==> src/hw/rtl/mcb_pkg.sv <==
// Shared types and codes for the maze carver: field widths, microcode word layout,
// sequencer step addresses, action and jump codes, status and cell codes.
// No dependencies.
package mcb_pkg;

    localparam int X_W      = 7;
    localparam int Y_W      = 5;
    localparam int RAND_W   = 8;
    localparam int STAT_W   = 3;
    localparam int GCOLS_W  = 8;
    localparam int GROWS_W  = 6;
    localparam int CFG_IDX_W  = 1;
    localparam int CFG_DATA_W = 8;

    localparam logic [CFG_IDX_W-1:0] CFG_GRID_COLS = 1'b0;
    localparam logic [CFG_IDX_W-1:0] CFG_GRID_ROWS = 1'b1;
    localparam logic [GCOLS_W-1:0] GRID_COLS_RST = 8'd80;
    localparam logic [GROWS_W-1:0] GRID_ROWS_RST = 6'd21;

    typedef logic [STAT_W-1:0] t_status;
    localparam t_status ST_STARTED     = 3'd0;
    localparam t_status ST_CARVED      = 3'd1;
    localparam t_status ST_BACKTRACKED = 3'd2;
    localparam t_status ST_FINISHED    = 3'd3;
    localparam t_status ST_OVERFLOW    = 3'd4;
    localparam t_status ST_NOWALK      = 3'd5;

    typedef logic [1:0] t_cell;
    localparam t_cell CELL_OPEN = 2'd0;
    localparam t_cell CELL_WALL = 2'd1;
    localparam t_cell CELL_ROOM = 2'd2;

    typedef logic [1:0] t_dir;
    localparam t_dir DIR_N = 2'd0;
    localparam t_dir DIR_E = 2'd1;
    localparam t_dir DIR_S = 2'd2;
    localparam t_dir DIR_W = 2'd3;

    localparam int UPC_W = 4;
    typedef logic [UPC_W-1:0] t_upc;
    localparam t_upc U_IDLE   = 4'd0;
    localparam t_upc U_START  = 4'd1;
    localparam t_upc U_FILL   = 4'd2;
    localparam t_upc U_MARK   = 4'd3;
    localparam t_upc U_STEP   = 4'd4;
    localparam t_upc U_RD2    = 4'd5;
    localparam t_upc U_PICK   = 4'd6;
    localparam t_upc U_CARVE  = 4'd7;
    localparam t_upc U_BACK   = 4'd8;
    localparam t_upc U_POP    = 4'd9;
    localparam t_upc U_FIN    = 4'd10;
    localparam t_upc U_NOWALK = 4'd11;
    localparam t_upc U_WAIT   = 4'd12;

    typedef logic [3:0] t_act;
    localparam t_act A_NONE  = 4'd0;
    localparam t_act A_INIT  = 4'd1;
    localparam t_act A_FILL  = 4'd2;
    localparam t_act A_MARK  = 4'd3;
    localparam t_act A_RDA   = 4'd4;
    localparam t_act A_RDB   = 4'd5;
    localparam t_act A_WALL  = 4'd6;
    localparam t_act A_CARVE = 4'd7;
    localparam t_act A_POPRD = 4'd8;
    localparam t_act A_POPLD = 4'd9;
    localparam t_act A_HALT  = 4'd10;

    typedef logic [2:0] t_cnd;
    localparam t_cnd C_DISPATCH       = 3'd0;
    localparam t_cnd C_NEXT           = 3'd1;
    localparam t_cnd C_IF_FILL_EMPTY  = 3'd2;
    localparam t_cnd C_LOOP_FILL      = 3'd3;
    localparam t_cnd C_IF_NONE_OPEN   = 3'd4;
    localparam t_cnd C_IF_STACK_EMPTY = 3'd5;
    localparam t_cnd C_DONE           = 3'd6;

    typedef struct packed {
        t_act    act;
        t_cnd    cnd;
        t_upc    tgt;
        logic    set_stat;
        t_status stat;
    } t_uword;

    typedef struct packed {
        logic fill_empty;
        logic fill_last;
        logic none_open;
        logic stack_empty;
        logic out_free;
    } t_cond;

endpackage

==> src/hw/rtl/mcb_useq.sv <==
// Microcode sequencer of the maze carver: step counter, control store and jump logic.
// Depends on mcb_pkg for the control word layout and the step and jump codes.
module mcb_useq
    import mcb_pkg::*;
(
    input  logic   i_clk,
    input  logic   i_rst_n,
    input  logic   i_go,
    input  t_upc   i_entry,
    input  t_cond  i_cond,
    output t_uword o_uword,
    output logic   o_ready,
    output logic   o_emit
);

    function automatic t_uword urom(input t_upc pc);
        t_uword w;
        w = '{act: A_NONE, cnd: C_DISPATCH, tgt: U_IDLE, set_stat: 1'b0, stat: ST_STARTED};
        case (pc)
            U_IDLE: begin
                w.cnd = C_DISPATCH;
            end
            U_START: begin
                w.act = A_INIT;
                w.cnd = C_IF_FILL_EMPTY;
                w.tgt = U_MARK;
            end
            U_FILL: begin
                w.act = A_FILL;
                w.cnd = C_LOOP_FILL;
                w.tgt = U_FILL;
            end
            U_MARK: begin
                w.act      = A_MARK;
                w.cnd      = C_DONE;
                w.set_stat = 1'b1;
                w.stat     = ST_STARTED;
            end
            U_STEP: begin
                w.act = A_RDA;
                w.cnd = C_NEXT;
            end
            U_RD2: begin
                w.act = A_RDB;
                w.cnd = C_NEXT;
            end
            U_PICK: begin
                w.act = A_WALL;
                w.cnd = C_IF_NONE_OPEN;
                w.tgt = U_BACK;
            end
            U_CARVE: begin
                w.act      = A_CARVE;
                w.cnd      = C_DONE;
                w.set_stat = 1'b1;
                w.stat     = ST_CARVED;
            end
            U_BACK: begin
                w.act = A_POPRD;
                w.cnd = C_IF_STACK_EMPTY;
                w.tgt = U_FIN;
            end
            U_POP: begin
                w.act      = A_POPLD;
                w.cnd      = C_DONE;
                w.set_stat = 1'b1;
                w.stat     = ST_BACKTRACKED;
            end
            U_FIN: begin
                w.act      = A_HALT;
                w.cnd      = C_DONE;
                w.set_stat = 1'b1;
                w.stat     = ST_FINISHED;
            end
            U_NOWALK: begin
                w.cnd      = C_DONE;
                w.set_stat = 1'b1;
                w.stat     = ST_NOWALK;
            end
            U_WAIT: begin
                w.cnd = C_DONE;
            end
            default: begin
                w.cnd = C_DISPATCH;
            end
        endcase
        return w;
    endfunction

    t_upc   r_upc;
    t_upc   n_upc;
    t_upc   w_inc;
    t_uword w_uw;

    assign w_uw    = urom(r_upc);
    assign w_inc   = r_upc + t_upc'(1);
    assign o_uword = w_uw;
    assign o_ready = (r_upc == U_IDLE);

    always_comb begin
        n_upc  = U_IDLE;
        o_emit = 1'b0;
        case (w_uw.cnd)
            C_DISPATCH:       n_upc = (i_go && o_ready) ? i_entry : U_IDLE;
            C_NEXT:           n_upc = w_inc;
            C_IF_FILL_EMPTY:  n_upc = i_cond.fill_empty ? w_uw.tgt : w_inc;
            C_LOOP_FILL:      n_upc = i_cond.fill_last ? w_inc : w_uw.tgt;
            C_IF_NONE_OPEN:   n_upc = i_cond.none_open ? w_uw.tgt : w_inc;
            C_IF_STACK_EMPTY: n_upc = i_cond.stack_empty ? w_uw.tgt : w_inc;
            C_DONE: begin
                o_emit = i_cond.out_free;
                n_upc  = i_cond.out_free ? U_IDLE : U_WAIT;
            end
            default:          n_upc = U_IDLE;
        endcase
    end

    always_ff @(posedge i_clk) begin
        if (!i_rst_n) begin
            r_upc <= U_IDLE;
        end else begin
            r_upc <= n_upc;
        end
    end

endmodule

==> config.mk <==
export PLATFORM = sky130hd
export DESIGN_NAME = mcb_useq
export DESIGN_NICKNAME = d
export VERILOG_FILES = /design/src/hw/rtl/mcb_pkg.sv /design/src/hw/rtl/mcb_useq.sv
export SDC_FILE = /design/constraint.sdc
export NUM_CORES = 1
export LEC_CHECK = 0
export BUFFER_PORTS_ARGS = -buffer_cell sky130_fd_sc_hd__buf_2
export CORE_MARGIN = 5
export CORE_UTILIZATION = 45
export CTS_CLUSTER_SIZE = 20
export DETAILED_ROUTE_END_ITERATION = 12
export GPL_TIMING_DRIVEN = 0
export PLACE_DENSITY = 0.83
export RECOVER_POWER = 25
export SLEW_MARGIN = 20
export SYNTH_ARGS = -nofsm -noshare
export SYNTH_HDL_FRONTEND = slang
export SYNTH_SLANG_ARGS = --single-unit
==> constraint.sdc <==
create_clock -name i_clk -period 4.4 [get_ports i_clk]
set_clock_uncertainty 0.05 [all_clocks]
set_input_delay 0.44 -clock i_clk [delete_from_list [all_inputs] [get_ports i_clk]]
set_output_delay 0.44 -clock i_clk [all_outputs]
set_load 0.02 [all_outputs]
==> impl_results.md <==
- Routed WL per cell: 14.2 um
- Ant. Diodes: 0
- Crit path max-delay family: buffers and inverters
- Die area: 2770 um2
- Inst Count DP: 176
- Max VDD drop: 0.418 mV
- Crit-path slowest cell: dfxtp_1
- Worst-path cell chain: inv_1, ha_1, clkbuf_1, nor2_1, a21oi_1, o311ai_0, and2_1, buf_2
- Crit Reg-Reg Startpoint: r_upc[0]
- Setup repair bufs after CTS: 0
- Vias per cell: 5.91
- Initial antenna violation count: 0
- Core area: 1730 um2
- Post-Route WL: 2540 um
- Largest area contributor in the netlist: dfxtp_1
- Filler cell count: 181
- First-pass GRT wire length: 3980 um
- Hpwl dp: 1990 um
- Sequential cell area fraction in the yosys report: 9.80%
- CTS tree: yes
- Vias in the first global route: 957
- Worst-skew pair later-pin latency: 240 ps
- Cells on worst reg2reg path: 8
- Num CTS Buffers: 3
- Routed Antenna Nets: 0
- Fin crit share: 61.6%
- Outcome: finished clean
- Critical path capture point type: primary output
- Ys flop type: dfxtp_1
- Slew HR: 65.4%
- Via count: 1,057
- Post-synth cell types: 44
- Clock slew at the register clock pins of the worst setup and hold paths: 30 ps
- Ys Warns: 0
- Synthesized netlist cell count: 124
- Port Buf Inserts: 27
- Min-Delay Path Class: in -> reg
- CTS max path bufs: 2
- Synth area leaders: dfxtp_1 9.8%, nor2_1 7.4%, a21oi_1 6.1%
- Pwr Density: 755 nW/um2
- Number of flops mapped to enable cells by yosys: 0
- Synth Register Bits: 4
- Final min period: 2710 ps
- Startpoint types: register
- Final #Nets: 172
- H-tree Lvls: 1
- Worst Hold End: r_upc[1]
- Gates resized, CTS repair: 0
- Gr usage total: 19.1%
- CP peak stage delay: 440 ps
- Setup_tns: 0 ps
- Area growth syn-to-layout: 21.6%
- Worst-margin pin slew: 519 ps
- Top flop regs: r_upc (4)
- Fmax: 0.369 GHz
- LEAKAGE: 0.436 nW
- # rows: 15
- Share of the synthesized area in the top cell type: 9.80%
- Number of flip-flops in the largest register: 4
- GP Congestion: 0.923
- Syn Area/Cell: 6.59 um2
- Final Instance Count excl. Fillers: 179
- Share of layout cells above drive strength 1: 28.6%
- Post-Syn Area: 817 um2
- Pin count of the biggest net entering global routing: 11
- Number of DRC markers in iteration 0: 58
- Worst flop-to-flop path endpoint: r_upc[1]
- Hold path cells: 3
- Worst Path Required: 3910 ps
- Flop2flop setup slack: 2240 ps
- Drt pass-1 iters: 4
- Tot Pwr: 0.750 mW
- Setup CP Type: reg -> out
- # DRC: 0
- Final Hold Fails: 0
- RSZ-0062 raised after global routing: false
- Die Y: 52.6 um
- Starting Density: 47.3%
- Hold-fix buffers, CTS: 0
- Die W: 52.6 um
- Total gr overflow: 0
- Min-delay src: i_rst_n
- Post-synth top cells: 16 x nor2_1, 10 x a21oi_1, 9 x nand2_1, 7 x inv_1, 6 x nand3_1
- Share of flip-flops with an asynchronous set or reset: 0%
- WP data arrival: 2220 ps
- Bufs and invs on worst path: 3
- Largest Register: r_upc
- Most common cell in the netlist: nor2_1
- # clock sinks: 4
- # IOs: 29
- Final Max Tran Viols: 0
- Critical Path Fanout Max: 10
- Clock root cell: clkbuf_4
- Final setup fails: 0
- Net Count, Synth: 140
- Max-Cap Viols: 0
where the power goes:
| group | switching, mW | leakage [nW] | internal (mW) |
|---|---|---|---|
| sequential | 0.0179 | 0.0328 | 0.0509 |
| combinational | 0.413 | 0.390 | 0.220 |
| clock | 0.0167 | 0.0138 | 0.0306 |
| total | 0.448 | 0.436 | 0.302 |
worst max-delay path by stage:
| stage | to | depth (start not counted) | start | slack, ps |
|---|---|---|---|---|
| 3_3_place_gp | o_emit | 8 | r_upc[0] | 2120 |
| 6_report | o_emit | 8 | r_upc[0] | 1690 |
| 2_1_floorplan | o_emit | 7 | r_upc[0] | 2320 |
| 4_1_cts | o_emit | 8 | r_upc[0] | 1810 |
| 5_1_grt | o_emit | 8 | r_upc[0] | 1560 |
| 3_5_place_dp | o_emit | 8 | r_upc[0] | 2070 |
final cells by class:
type                       instances  area [um2]  area share, %
buffer                            10        72.6           7.30
clock buffer                       3        22.5           2.27
inverter                           9        33.8           3.40
multi-input combinational        101         619           62.3
sequential                         4        80.1           8.06
tap                               25        31.3           3.15
timing repair buffer              27         134           13.5
layer usage:
layer | wire, um | vias to the layer above | global-route usage (%)
met5 | 0 | - | 0
met4 | 76 | 0 | 11.9
met3 | 203 | 10 | 2.28
met2 | 1230 | 51 | 31.2
met1 | 1030 | 489 | 23.3
li1 | - | 507 | -
layout by cell type (no fill, tap or decap), types with 4 or more instances in the layout:
cell type | Yosys | final
a21oi_1 | 10 | 10
nand2_1 | 9 | 9
inv_1 | 7 | 7
dfxtp_1 | 4 | 4
nor2_1 | 16 | 16
nor3_1 | 5 | 5
ha_1 | 4 | 4
nand2b_1 | 4 | 4
nand3_1 | 6 | 6
a31oi_1 | 5 | 5
buf_2 | 2 | 27
o21ai_0 | 5 | 5
stage by stage:
step	cell area, um2	util, %	setup slack (ps)	hold slack, ps
floorplan	817	-	2320	543
global placement	983	57.0	2120	615
detailed placement	983	57.0	2070	627
CTS	1010	58.3	1810	467
global route	993	57.5	1560	472
finish	993	57.5	1690	459
kinds of logic after synthesis:
logic type / count (synthesis) / synth area share (%)
AO/OA/AOI/OAI: 39 / 32.3
other: 1 / 0.459
AND/OR/NAND/NOR: 56 / 36.1
adder cells (fa/ha/maj): 4 / 6.13
flip-flops: 4 / 9.80
buffers and inverters: 19 / 14.1
XOR/XNOR: 1 / 1.07
tightest hold or removal path: stages:
cell     delay (ps)
buf_2           100
o21ai_2         110
a41oi_2          40
(Power assumes the default switching activity.)
